File: config.mk
export PLATFORM = sky130hd
export DESIGN_NAME = sine_tone_frame_generator
export DESIGN_NICKNAME = d
export VERILOG_FILES = /design/src/hdl/stfg_pkg.sv /design/src/hdl/sine_tone_frame_generator.sv /design/src/hdl/stfg_front.sv /design/src/hdl/stfg_fifo.sv /design/src/hdl/stfg_sine.sv /design/src/hdl/stfg_back.sv
export SDC_FILE = /design/constraint.sdc
export NUM_CORES = 2
export LEC_CHECK = 0
export ABC_AREA = 1
export BUFFER_PORTS_ARGS = -buffer_cell sky130_fd_sc_hd__buf_2
export CORE_MARGIN = 8
export CORE_UTILIZATION = 25
export CTS_BUF_LIST = sky130_fd_sc_hd__clkbuf_8
export CTS_CLUSTER_DIAMETER = 60
export CTS_CLUSTER_SIZE = 14
export DETAILED_ROUTE_END_ITERATION = 8
export GPL_TIMING_DRIVEN = 0
export HOLD_SLACK_MARGIN = 0.12
export PLACE_DENSITY = 0.36
export SYNTH_ARGS = -nofsm -noshare
export SYNTH_HDL_FRONTEND = slang
export SYNTH_SLANG_ARGS = --single-unit
File: constraint.sdc
create_clock -name i_clk -period 8.2 [get_ports i_clk]
set_input_delay 0.41 -clock i_clk [delete_from_list [all_inputs] [get_ports i_clk]]
set_output_delay 0.41 -clock i_clk [all_outputs]
set_load 0.02 [all_outputs]
File: src/hdl/stfg_pkg.sv
`default_nettype none

package stfg_pkg;

    localparam int PHASE_BITS         = 32;
    localparam int SINE_TABLE_ENTRIES = 1024;
    localparam int MAX_CHANNELS       = 8;

    localparam int IDX_BITS  = $clog2(SINE_TABLE_ENTRIES);
    localparam int QTR_BITS  = IDX_BITS - 2;
    localparam int CH_CAP    = (MAX_CHANNELS < 8) ? ((MAX_CHANNELS < 1) ? 1 : MAX_CHANNELS) : 8;

    localparam int FIFO_DEPTH    = 4;
    localparam int FIFO_PTR_BITS = $clog2(FIFO_DEPTH);
    localparam int FIFO_CNT_BITS = $clog2(FIFO_DEPTH + 1);

    localparam logic [30:0]        Q30_ONE        = 31'h4000_0000;
    localparam logic signed [31:0] Q30_ONE_S      = 32'sd1073741824;
    localparam logic [31:0]        HORNER_SEED_MAG = 32'd3864;

    localparam logic [2:0] STEP_SQUARE    = 3'd0;
    localparam logic [2:0] STEP_LAST_COEF = 3'd5;
    localparam logic [2:0] STEP_FINAL     = 3'd6;

    localparam logic [2:0] REG_PHASE_STEP  = 3'd0;
    localparam logic [2:0] REG_START_PHASE = 3'd1;
    localparam logic [2:0] REG_AMPLITUDE   = 3'd2;
    localparam logic [2:0] REG_DC_OFFSET   = 3'd3;
    localparam logic [2:0] REG_CHANNELS    = 3'd4;
    localparam logic [2:0] REG_FORMAT      = 3'd5;
    localparam logic [2:0] REG_MUTE        = 3'd6;

    typedef enum logic [1:0] {
        FMT_U8  = 2'd0,
        FMT_S16 = 2'd1,
        FMT_S24 = 2'd2,
        FMT_S32 = 2'd3
    } t_fmt;

    typedef enum logic [1:0] {
        SIN_IDLE,
        SIN_MUL,
        SIN_POST
    } t_sin_state;

    typedef enum logic [2:0] {
        BK_IDLE,
        BK_SINE,
        BK_MIX,
        BK_SUM,
        BK_FMT,
        BK_EMIT
    } t_back_state;

    typedef struct packed {
        logic [31:0]        phase_step;
        logic signed [15:0] amplitude;
        logic signed [15:0] dc_offset;
        logic [3:0]         channels;
        t_fmt               sample_format;
        logic               mute;
    } t_cfg;

    typedef struct packed {
        logic       mute;
        logic [2:0] last_idx;
    } t_frame_req;

    typedef struct packed {
        logic                  load;
        logic [PHASE_BITS-1:0] value;
    } t_phase_load;

    function automatic logic signed [31:0] sine_coef(input logic [2:0] step);
        logic signed [31:0] coef;
        case (step)
            3'd1:    coef = 32'sd172272;
            3'd2:    coef = -32'sd5026995;
            3'd3:    coef = 32'sd85569306;
            3'd4:    coef = -32'sd693598668;
            3'd5:    coef = 32'sd1686629713;
            default: coef = 32'sd0;
        endcase
        return coef;
    endfunction

endpackage

`default_nettype wire

File: src/hdl/sine_tone_frame_generator.sv
// Sine tone frame generator.
// Each item on the s_axis channel with tdata bit 0 set asks for one audio frame; an item
// with that bit clear is taken and produces nothing. Up to four requests wait in a queue,
// so s_axis_tready stays high while earlier frames are still being produced.
// A frame gives one item per channel on m_axis: the PCM sample in tdata, the channel
// number in tuser and tlast on the final channel. All channels carry the same sample.
// The sine value comes from a Horner polynomial on one shared 32x31 multiplier used seven
// times. After the first item of a frame, the rest follow at one item per cycle while
// m_axis_tready is high. Muted frames skip the polynomial.
// When m_axis_tready is low the output register holds its item and the generator waits;
// requests keep queueing until the queue is full.
// Registers are to be written over the APB port only while no frame is pending; the block
// does not enforce this. Writing start_phase loads the phase accumulator. Reset clears the
// queue, the output and the phase, and returns every register to its default.
`default_nettype none

module sine_tone_frame_generator import stfg_pkg::*; (
    input  logic        i_clk,
    input  logic        i_rst_n,
    input  logic        psel,
    input  logic        penable,
    input  logic        pwrite,
    input  logic [4:0]  paddr,
    input  logic [31:0] pwdata,
    output logic [31:0] prdata,
    output logic        pready,
    input  logic        s_axis_tvalid,
    output logic        s_axis_tready,
    input  logic [7:0]  s_axis_tdata,   // [0] frame_tick, [7:1] zero
    output logic        m_axis_tvalid,
    input  logic        m_axis_tready,
    output logic [31:0] m_axis_tdata,   // [31:0] sample_word
    output logic        m_axis_tlast,
    output logic [2:0]  m_axis_tuser    // [2:0] channel_index
);

    logic [31:0]        r_phase_step;
    logic [31:0]        r_start_phase;
    logic signed [15:0] r_amplitude;
    logic signed [15:0] r_dc_offset;
    logic [3:0]         r_channels;
    t_fmt               r_format;
    logic               r_mute;

    logic        w_wr;
    logic [2:0]  w_reg_idx;
    t_cfg        w_cfg;
    t_phase_load w_phase_load;
    logic        w_push;
    logic        w_pop;
    logic        w_full;
    logic        w_empty;
    t_frame_req  w_req_in;
    t_frame_req  w_req_out;

    assign pready    = 1'b1;
    assign w_wr      = psel && penable && pwrite;
    assign w_reg_idx = paddr[4:2];

    always_ff @(posedge i_clk) begin
        if (!i_rst_n) begin
            r_phase_step  <= '0;
            r_start_phase <= '0;
            r_amplitude   <= 16'sd16384;
            r_dc_offset   <= '0;
            r_channels    <= 4'd2;
            r_format      <= FMT_S16;
            r_mute        <= 1'b0;
        end else if (w_wr) begin
            case (w_reg_idx)
                REG_PHASE_STEP:  r_phase_step  <= pwdata;
                REG_START_PHASE: r_start_phase <= pwdata;
                REG_AMPLITUDE:   r_amplitude   <= $signed(pwdata[15:0]);
                REG_DC_OFFSET:   r_dc_offset   <= $signed(pwdata[15:0]);
                REG_CHANNELS:    r_channels    <= pwdata[3:0];
                REG_FORMAT:      r_format      <= t_fmt'(pwdata[1:0]);
                REG_MUTE:        r_mute        <= pwdata[0];
                default:         r_mute        <= r_mute;
            endcase
        end
    end

    always_comb begin
        case (w_reg_idx)
            REG_PHASE_STEP:  prdata = r_phase_step;
            REG_START_PHASE: prdata = r_start_phase;
            REG_AMPLITUDE:   prdata = {16'd0, r_amplitude};
            REG_DC_OFFSET:   prdata = {16'd0, r_dc_offset};
            REG_CHANNELS:    prdata = {28'd0, r_channels};
            REG_FORMAT:      prdata = {30'd0, r_format};
            REG_MUTE:        prdata = {31'd0, r_mute};
            default:         prdata = '0;
        endcase
    end

    assign w_cfg.phase_step    = r_phase_step;
    assign w_cfg.amplitude     = r_amplitude;
    assign w_cfg.dc_offset     = r_dc_offset;
    assign w_cfg.channels      = r_channels;
    assign w_cfg.sample_format = r_format;
    assign w_cfg.mute          = r_mute;

    assign w_phase_load.load  = w_wr && (w_reg_idx == REG_START_PHASE);
    assign w_phase_load.value = PHASE_BITS'(pwdata);

    stfg_front u_front (
        .i_tvalid (s_axis_tvalid),
        .i_tick   (s_axis_tdata[0]),
        .i_full   (w_full),
        .i_cfg    (w_cfg),
        .o_tready (s_axis_tready),
        .o_push   (w_push),
        .o_req    (w_req_in)
    );

    stfg_fifo u_fifo (
        .i_clk   (i_clk),
        .i_rst_n (i_rst_n),
        .i_push  (w_push),
        .i_data  (w_req_in),
        .i_pop   (w_pop),
        .o_data  (w_req_out),
        .o_empty (w_empty),
        .o_full  (w_full)
    );

    stfg_back u_back (
        .i_clk        (i_clk),
        .i_rst_n      (i_rst_n),
        .i_cfg        (w_cfg),
        .i_phase_load (w_phase_load),
        .i_empty      (w_empty),
        .i_req        (w_req_out),
        .o_pop        (w_pop),
        .o_tvalid     (m_axis_tvalid),
        .i_tready     (m_axis_tready),
        .o_tdata      (m_axis_tdata),
        .o_tuser      (m_axis_tuser),
        .o_tlast      (m_axis_tlast)
    );

    a_queue_no_overflow: assert property (@(posedge i_clk) disable iff (!i_rst_n)
        w_push |-> !w_full)
        else $error("frame request queue written while full");

    a_frame_starts_at_zero: assert property (@(posedge i_clk) disable iff (!i_rst_n)
        m_axis_tvalid && m_axis_tready && m_axis_tlast
        |=> !m_axis_tvalid || (m_axis_tuser == 3'd0))
        else $error("frame does not start at channel zero");

    a_channel_follows: assert property (@(posedge i_clk) disable iff (!i_rst_n)
        m_axis_tvalid && m_axis_tready && !m_axis_tlast
        |=> m_axis_tvalid && (m_axis_tuser == 3'($past(m_axis_tuser) + 3'd1)))
        else $error("channel items not consecutive within a frame");

endmodule

`default_nettype wire

File: src/hdl/stfg_front.sv
`default_nettype none

module stfg_front import stfg_pkg::*; (
    input  logic       i_tvalid,
    input  logic       i_tick,
    input  logic       i_full,
    input  t_cfg       i_cfg,
    output logic       o_tready,
    output logic       o_push,
    output t_frame_req o_req
);

    logic [3:0] w_count;

    always_comb begin
        if (i_cfg.channels == 4'd0) begin
            w_count = 4'd1;
        end else if (i_cfg.channels > 4'(CH_CAP)) begin
            w_count = 4'(CH_CAP);
        end else begin
            w_count = i_cfg.channels;
        end
    end

    // A tick of zero is taken but asks for nothing.
    assign o_tready       = !i_full;
    assign o_push         = i_tvalid && !i_full && i_tick;
    assign o_req.mute     = i_cfg.mute;
    assign o_req.last_idx = 3'(w_count - 4'd1);

endmodule

`default_nettype wire

File: src/hdl/stfg_fifo.sv
`default_nettype none

module stfg_fifo import stfg_pkg::*; (
    input  logic       i_clk,
    input  logic       i_rst_n,
    input  logic       i_push,
    input  t_frame_req i_data,
    input  logic       i_pop,
    output t_frame_req o_data,
    output logic       o_empty,
    output logic       o_full
);

    t_frame_req                r_mem [FIFO_DEPTH];
    logic [FIFO_PTR_BITS-1:0]  r_wr_ptr;
    logic [FIFO_PTR_BITS-1:0]  r_rd_ptr;
    logic [FIFO_CNT_BITS-1:0]  r_count;

    always_ff @(posedge i_clk) begin
        if (!i_rst_n) begin
            r_wr_ptr <= '0;
            r_rd_ptr <= '0;
            r_count  <= '0;
        end else begin
            if (i_push) begin
                r_wr_ptr <= r_wr_ptr + 1'b1;
            end
            if (i_pop) begin
                r_rd_ptr <= r_rd_ptr + 1'b1;
            end
            if (i_push && !i_pop) begin
                r_count <= r_count + 1'b1;
            end else if (i_pop && !i_push) begin
                r_count <= r_count - 1'b1;
            end
        end
    end

    always_ff @(posedge i_clk) begin
        if (i_push) begin
            r_mem[r_wr_ptr] <= i_data;
        end
    end

    assign o_data  = r_mem[r_rd_ptr];
    assign o_empty = (r_count == '0);
    assign o_full  = (r_count == FIFO_CNT_BITS'(FIFO_DEPTH));

endmodule

`default_nettype wire

File: src/hdl/stfg_sine.sv
`default_nettype none

module stfg_sine import stfg_pkg::*; (
    input  logic                  i_clk,
    input  logic                  i_rst_n,
    input  logic                  i_start,
    input  logic [PHASE_BITS-1:0] i_phase,
    output logic                  o_done,
    output logic signed [15:0]    o_sine
);

    t_sin_state         r_state, n_state;
    logic [2:0]         r_step, n_step;
    logic [1:0]         r_quad, n_quad;
    logic [30:0]        r_u, n_u;
    logic [30:0]        r_u2, n_u2;
    logic [31:0]        r_opa, n_opa;
    logic               r_neg, n_neg;
    logic [30:0]        r_opb, n_opb;
    logic [62:0]        r_prod, n_prod;
    logic               r_pneg, n_pneg;
    logic               r_done, n_done;
    logic signed [15:0] r_sine, n_sine;

    logic [IDX_BITS-1:0] w_idx;
    logic [30:0]         w_u0;
    logic [30:0]         w_u;
    logic [31:0]         w_q;
    logic signed [31:0]  w_sq;
    logic signed [31:0]  w_r;
    logic [31:0]         w_rmag;
    logic [30:0]         w_sc;
    logic [16:0]         w_rnd;
    logic [14:0]         w_mag;

    always_ff @(posedge i_clk) begin
        if (!i_rst_n) begin
            r_state <= SIN_IDLE;
            r_done  <= 1'b0;
        end else begin
            r_state <= n_state;
            r_done  <= n_done;
        end
    end

    always_ff @(posedge i_clk) begin
        r_step <= n_step;
        r_quad <= n_quad;
        r_u    <= n_u;
        r_u2   <= n_u2;
        r_opa  <= n_opa;
        r_neg  <= n_neg;
        r_opb  <= n_opb;
        r_prod <= n_prod;
        r_pneg <= n_pneg;
        r_sine <= n_sine;
    end

    always_comb begin
        w_idx  = i_phase[PHASE_BITS-1 -: IDX_BITS];
        w_u0   = 31'(w_idx[QTR_BITS-1:0]) << (30 - QTR_BITS);
        w_u    = w_idx[QTR_BITS] ? (Q30_ONE - w_u0) : w_u0;

        // Product of the previous step, truncated toward zero in Q30.
        w_q    = r_prod[61:30];
        w_sq   = r_pneg ? -$signed(w_q) : $signed(w_q);
        w_r    = sine_coef(r_step) + w_sq;
        w_rmag = w_r[31] ? 32'(-w_r) : 32'(w_r);

        if (w_sq < 32'sd0) begin
            w_sc = '0;
        end else if (w_sq > Q30_ONE_S) begin
            w_sc = Q30_ONE;
        end else begin
            w_sc = w_sq[30:0];
        end
        w_rnd = 17'((32'(w_sc) + 32'd16384) >> 15);
        w_mag = (w_rnd > 17'd32767) ? 15'h7fff : w_rnd[14:0];
    end

    always_comb begin
        n_state = r_state;
        n_step  = r_step;
        n_quad  = r_quad;
        n_u     = r_u;
        n_u2    = r_u2;
        n_opa   = r_opa;
        n_neg   = r_neg;
        n_opb   = r_opb;
        n_prod  = r_prod;
        n_pneg  = r_pneg;
        n_done  = 1'b0;
        n_sine  = r_sine;
        case (r_state)
            SIN_IDLE: begin
                if (i_start) begin
                    n_quad  = w_idx[IDX_BITS-1 -: 2];
                    n_u     = w_u;
                    n_opa   = 32'(w_u);
                    n_neg   = 1'b0;
                    n_opb   = w_u;
                    n_step  = STEP_SQUARE;
                    n_state = SIN_MUL;
                end
            end
            SIN_MUL: begin
                n_prod  = 63'(r_opa) * 63'(r_opb);
                n_pneg  = r_neg;
                n_state = SIN_POST;
            end
            SIN_POST: begin
                case (r_step)
                    STEP_SQUARE: begin
                        n_u2    = w_q[30:0];
                        n_opa   = HORNER_SEED_MAG;
                        n_neg   = 1'b1;
                        n_opb   = w_q[30:0];
                        n_step  = r_step + 3'd1;
                        n_state = SIN_MUL;
                    end
                    STEP_FINAL: begin
                        n_sine  = r_quad[1] ? -$signed({1'b0, w_mag}) : $signed({1'b0, w_mag});
                        n_done  = 1'b1;
                        n_state = SIN_IDLE;
                    end
                    default: begin
                        n_opa   = w_rmag;
                        n_neg   = w_r[31];
                        n_opb   = (r_step == STEP_LAST_COEF) ? r_u : r_u2;
                        n_step  = r_step + 3'd1;
                        n_state = SIN_MUL;
                    end
                endcase
            end
            default: begin
                n_state = SIN_IDLE;
            end
        endcase
    end

    assign o_done = r_done;
    assign o_sine = r_sine;

endmodule

`default_nettype wire

File: src/hdl/stfg_back.sv
`default_nettype none

module stfg_back import stfg_pkg::*; (
    input  logic        i_clk,
    input  logic        i_rst_n,
    input  t_cfg        i_cfg,
    input  t_phase_load i_phase_load,
    input  logic        i_empty,
    input  t_frame_req  i_req,
    output logic        o_pop,
    output logic        o_tvalid,
    input  logic        i_tready,
    output logic [31:0] o_tdata,
    output logic [2:0]  o_tuser,
    output logic        o_tlast
);

    t_back_state           r_state, n_state;
    logic [PHASE_BITS-1:0] r_phase, n_phase;
    logic [2:0]            r_last_idx, n_last_idx;
    logic [2:0]            r_ch, n_ch;
    logic signed [31:0]    r_mix, n_mix;
    logic signed [16:0]    r_v, n_v;
    logic [31:0]           r_word, n_word;
    logic                  r_out_valid, n_out_valid;
    logic [31:0]           r_out_data, n_out_data;
    logic [2:0]            r_out_ch, n_out_ch;
    logic                  r_out_last, n_out_last;

    logic                  w_sine_start;
    logic                  w_sine_done;
    logic signed [15:0]    w_sine;

    logic signed [32:0]    w_mixr;
    logic signed [32:0]    w_p;
    logic signed [18:0]    w_vsum;
    logic signed [25:0]    w_t8;
    logic signed [32:0]    w_t16;
    logic signed [32:0]    w_t16a;
    logic signed [48:0]    w_t32;
    logic signed [48:0]    w_t32a;
    logic [31:0]           w_fmt_word;

    stfg_sine u_sine (
        .i_clk   (i_clk),
        .i_rst_n (i_rst_n),
        .i_start (w_sine_start),
        .i_phase (r_phase),
        .o_done  (w_sine_done),
        .o_sine  (w_sine)
    );

    always_ff @(posedge i_clk) begin
        if (!i_rst_n) begin
            r_state     <= BK_IDLE;
            r_phase     <= '0;
            r_out_valid <= 1'b0;
        end else begin
            r_state     <= n_state;
            r_phase     <= n_phase;
            r_out_valid <= n_out_valid;
        end
    end

    always_ff @(posedge i_clk) begin
        r_last_idx <= n_last_idx;
        r_ch       <= n_ch;
        r_mix      <= n_mix;
        r_v        <= n_v;
        r_word     <= n_word;
        r_out_data <= n_out_data;
        r_out_ch   <= n_out_ch;
        r_out_last <= n_out_last;
    end

    always_comb begin
        w_mixr = 33'(r_mix) + 33'sd16384;
        w_p    = w_mixr >>> 15;
        w_vsum = 19'($signed(i_cfg.dc_offset)) + $signed(w_p[18:0]);

        // Scalings by 255, 32767 and 2^31-1 are shift and subtract.
        w_t8   = (26'(r_v) <<< 8) - 26'(r_v) + 26'sd8355840;
        w_t16  = (33'(r_v) <<< 15) - 33'(r_v);
        w_t16a = w_t16 + (w_t16[32] ? 33'sd32767 : 33'sd0);
        w_t32  = (49'(r_v) <<< 31) - 49'(r_v);
        w_t32a = w_t32 + (w_t32[48] ? 49'sd32767 : 49'sd0);

        case (i_cfg.sample_format)
            FMT_U8:  w_fmt_word = {24'd0, w_t8[23:16]};
            FMT_S16: w_fmt_word = {16'd0, w_t16a[30:15]};
            FMT_S24: w_fmt_word = {8'd0, w_t32a[46:23]};
            FMT_S32: w_fmt_word = w_t32a[46:15];
            default: w_fmt_word = '0;
        endcase
    end

    always_comb begin
        n_state      = r_state;
        n_phase      = r_phase;
        n_last_idx   = r_last_idx;
        n_ch         = r_ch;
        n_mix        = r_mix;
        n_v          = r_v;
        n_word       = r_word;
        n_out_valid  = r_out_valid && !i_tready;
        n_out_data   = r_out_data;
        n_out_ch     = r_out_ch;
        n_out_last   = r_out_last;
        o_pop        = 1'b0;
        w_sine_start = 1'b0;
        case (r_state)
            BK_IDLE: begin
                if (!i_empty) begin
                    o_pop      = 1'b1;
                    n_last_idx = i_req.last_idx;
                    n_ch       = '0;
                    if (i_req.mute) begin
                        n_word  = '0;
                        n_state = BK_EMIT;
                    end else begin
                        w_sine_start = 1'b1;
                        n_phase      = r_phase + PHASE_BITS'(i_cfg.phase_step);
                        n_state      = BK_SINE;
                    end
                end
            end
            BK_SINE: begin
                if (w_sine_done) begin
                    n_state = BK_MIX;
                end
            end
            BK_MIX: begin
                n_mix   = i_cfg.amplitude * w_sine;
                n_state = BK_SUM;
            end
            BK_SUM: begin
                if (w_vsum < -19'sd32768) begin
                    n_v = -17'sd32768;
                end else if (w_vsum > 19'sd32768) begin
                    n_v = 17'sd32768;
                end else begin
                    n_v = 17'(w_vsum);
                end
                n_state = BK_FMT;
            end
            BK_FMT: begin
                n_word  = w_fmt_word;
                n_state = BK_EMIT;
            end
            BK_EMIT: begin
                if (!r_out_valid || i_tready) begin
                    n_out_valid = 1'b1;
                    n_out_data  = r_word;
                    n_out_ch    = r_ch;
                    n_out_last  = (r_ch == r_last_idx);
                    if (r_ch == r_last_idx) begin
                        n_state = BK_IDLE;
                    end else begin
                        n_ch = r_ch + 3'd1;
                    end
                end
            end
            default: begin
                n_state = BK_IDLE;
            end
        endcase
        if (i_phase_load.load) begin
            n_phase = i_phase_load.value;
        end
    end

    assign o_tvalid = r_out_valid;
    assign o_tdata  = r_out_data;
    assign o_tuser  = r_out_ch;
    assign o_tlast  = r_out_last;

endmodule

`default_nettype wire

==> impl_metrics.py <==
metrics = {
    "global_route": {
        "antenna_found_initial": 19,
        "grtUsageTotal_pct": 19.5,
        "number_of_global_route_vias_before_repair": 61251,
        "grt_overflow": 0,
        "maximum_number_of_pins_on_one_net_before_global_route_repair": 33,
        "wire_length_of_the_first_global_routing_pass_mm": 426,
    },
    "outcome": {
        "status": "finished clean",
    },
    "cts": {
        "cts_inserted_buffers": 53,
        "clock-sinks": 433,
        "htree_levels": 2,
        "cts_tree": "done",
        "clk_root_buffer_cell": "sky130_fd_sc_hd__clkbuf_8",
        "clock_tree.buffer_depth": 3,
        "path_clk_slew_ns": 0.09,
        "clock_insertion_delay_worst_skew_ns": 0.77,
    },
    "critical_path": {
        "r2r-end": "u_back.u_sine.r_prod[52]",
        "crit_path_start_kind": "flop",
        "cp_slowest_stage_delay_ns": 0.85,
        "required_ns": 8.73,
        "rr_worst_depth": 20,
        "regToRegStartpoint": "u_back.u_sine.r_opa[25]",
        "arrival_ns": 8.58,
        "critPathKind": "reg2reg",
        "series_of_cell_instances_along_the_critical_path": "clkdlybuf4s15_1 > nand2_1 > fa_1 > inv_1 > fa_1 > inv_1 > fa_1 > inv_1 > fa_1 > fa_1 > fa_1 > fa_1 > ha_1 > ha_1 > a21oi_1 > inv_1 > a31oi_1 > o211ai_1 > a31oi_1 > xnor2_1",
        "ff2ff_setup_slack_ns": 0.15,
        "crit_buf_inv": 5,
        "crit_path_frequent_cell": "sky130_fd_sc_hd__fa_1",
        "cpMaxStageDelayCell": "sky130_fd_sc_hd__clkdlybuf4s15_1",
        "cp_top_family": "adder cells",
        "path_max_fanout": 10,
        "kind_of_capture_point_of_the_worst_setup_path": "flop",
    },
    "hold_path": {
        "hold_path_class": "reg2reg",
        "hp-start": "u_back.r_word[17]",
        "timing.hold.worst_path_depth": 0,
        "worstHoldEndpoint": "u_back.o_tdata[17]",
    },
    "job": {
        "max_cap_violations": 0,
    },
    "timing": {
        "hold_violations": 0,
        "timing.clock.skew_ns": 0.0885,
        "rsz0062_at_grt": "yes",
        "slew-limit-headroom_pct": 3.88,
        "timing.final.crit_share_pct": 98.2,
        "fmax_mhz": 124,
        "worst_pin_slew_ns": 1.43,
        "final-max-slew-violation-count": 0,
        "min_period_ns": 8.05,
        "finalSetupViolCount": 0,
    },
    "routing": {
        "drt_first_pass_iters": 6,
        "drt_drc_violations_left": 0,
        "via_per_inst": 4.50,
        "antenna_left": 0,
        "drt-wirelength-per-cell_um": 22.6,
        "detail_route.wirelength_mm": 291,
        "dr_total_vias": 57813,
        "first_iter_violations": 4175,
    },
    "yosys": {
        "syn_inst": 8831,
        "syn-num-nets": 10518,
        "seq_area_frac_synth_pct": 16.5,
        "count_of_flip_flops_with_a_built_in_enable_after_synthesis": 282,
        "ffs_latches_synth": 433,
        "synth_async_sr_flop_share_pct": 0,
        "ys.warnings.count": 0,
        "post_synth_instance_area_um2": 69600,
        "synth_area_per_cell_um2": 7.88,
        "netlist-cell-type-count": 64,
        "synth_flop_cell": "sky130_fd_sc_hd__edfxtp_1",
    },
    "final_layout": {
        "layout_common_cells": "sky130_fd_sc_hd__inv_1, sky130_fd_sc_hd__nand2_1, sky130_fd_sc_hd__fa_1, sky130_fd_sc_hd__ha_1, sky130_fd_sc_hd__nor2_1",
        "layout_commonest_cell": "sky130_fd_sc_hd__inv_1",
        "finish.net_count": 10775,
        "drive_above_1_share_pct": 6.02,
        "area_delta_synth_final_pct": 11.8,
        "finished_core_util_pct": 28.1,
    },
    "floorplanning": {
        "initial_core_util_pct": 25.2,
        "fp.dieW_um": 544,
        "core_region_area_um2": 277000,
        "floorplan.die_area_um2": 296000,
        "row_count": 193,
        "design.portCount": 123,
        "floorplan.die.height_um": 544,
    },
    "placement": {
        "globalplace.congestion": 0.915,
        "dp_hpwl_mm": 244,
        "port-buffer-count": 110,
    },
}
stage by stage:
stage / TNS (ns) / hold WS [ns] / instance area, um^2 / setup WS, ns / cells
2_1_floorplan: 0 / 0.400 / 69600 / 1.34 / 8831
3_3_place_gp: -257.01 / 0.403 / 74800 / -3.22 / 12646
5_1_grt: -0.0555 / 0.358 / 77800 / -0.0304 / 12838
6_report: 0 / 0.384 / 77800 / 0.148 / 12840
3_5_place_dp: -35.13 / 0.405 / 75100 / -1.73 / 12658
4_1_cts: 0 / 0.289 / 77400 / 0.00826 / 12823
synthesized netlist by cell type, drive strengths merged (9+ instances only):
| cell | instances | area (um^2) |
|---|---|---|
| o221ai | 13 | 114 |
| o21ai | 289 | 1450 |
| ha | 506 | 6330 |
| dfxtp | 151 | 3020 |
| xnor2 | 73 | 639 |
| xor2 | 155 | 1370 |
| clkbuf | 321 | 1200 |
| nand4 | 53 | 344 |
| a21oi | 359 | 1800 |
| nand3 | 229 | 1210 |
| a21boi | 13 | 97.6 |
| buf | 19 | 130 |
| or2 | 9 | 56.3 |
| o211ai | 13 | 97.6 |
| o31ai | 9 | 67.6 |
| nand3b | 9 | 67.6 |
| a221oi | 9 | 78.8 |
| inv | 2245 | 8430 |
| nand2 | 2150 | 8170 |
| o2111ai | 13 | 114 |
| fa | 1129 | 22600 |
| a22o | 17 | 149 |
| a21o | 16 | 120 |
| nor2 | 539 | 2150 |
| nor4 | 11 | 68.8 |
| a31oi | 76 | 475 |
| nor3 | 61 | 325 |
| o21a | 16 | 120 |
| o21bai | 11 | 82.6 |
| edfxtp | 282 | 8470 |
registers in the layout (all words and copies together) (netlist names), 4 cells and up, named ones only:
register / count
u_back.u_sine.r_prod: 32
r_start_phase: 32
u_back.u_sine.r_opb: 31
r_phase_step: 32
u_back.r_word: 32
u_back.u_sine.r_u2: 31
u_back.u_sine.o_sine: 16
u_back.r_v: 17
u_back.r_phase: 32
u_fifo.r_mem: 16
u_back.r_mix: 18
u_back.u_sine.r_u: 9
u_back.o_tdata: 32
r_amplitude: 16
r_dc_offset: 16
u_back.u_sine.r_opa: 32
r_channels: 4
worst max-delay path by stage:
stage,from,endpoint,slack (ns),cells after the start
6_report,u_back.u_sine.r_opa[25],u_back.u_sine.r_prod[52],0.15,20
4_1_cts,u_back.u_sine.r_opa[16],u_back.u_sine.r_prod[55],0.008,27
5_1_grt,u_back.u_sine.r_opb[11],u_back.u_sine.r_prod[55],-0.03,26
3_5_place_dp,u_back.u_sine.r_opb[23],u_back.u_sine.r_prod[54],-1.73,26
3_3_place_gp,u_back.r_state[1],u_back.u_sine.r_state[0],-3.22,8
2_1_floorplan,u_back.u_sine.r_opb[4],u_back.u_sine.r_prod[55],1.34,27
final cells by class:
| cell class | instances | area (um^2) |
|---|---|---|
| antenna | 4 | 10.0 |
| buffer | 335 | 1810 |
| clock buffer | 53 | 729 |
| clock inverter | 45 | 463 |
| fill | 30439 | 199000 |
| inverter | 2248 | 8440 |
| multi-input combinational | 5810 | 48600 |
| sequential | 433 | 11500 |
| tap | 3705 | 4640 |
| timing repair buffer | 207 | 1650 |
what timing repair did:
action	4_1_cts	5_1_grt
cloned	0	0
resized for setup	203	146
endpoints found under the hold margin	126	0
hold buffers	39	0
buffers inserted	29	17
pin swaps	0	9
endpoints found under the setup margin	32	21
per-layer routing:
layer | share of wire, % | vias to the layer above | GRT usage (%)
met5 | 0.0072 | - | 0
met4 | 2.3 | 4 | 3.88
met3 | 6.0 | 261 | 3.05
met2 | 45 | 1522 | 31.3
met1 | 47 | 29105 | 27.9
li1 | - | 26921 | -
kinds of logic after synthesis:
group	count (synthesis)	synth area share, %
simple gates	3073	17.9
xor+xnor	228	2.89
fa+ha+maj	1635	41.6
other cells	1	0.00539
buf+inv	2588	14.0
flops	433	16.5
compound gates	873	7.08
Power is not shown: default switching activity piles up to over one toggle a cycle in this logic, so the estimate is an artifact.
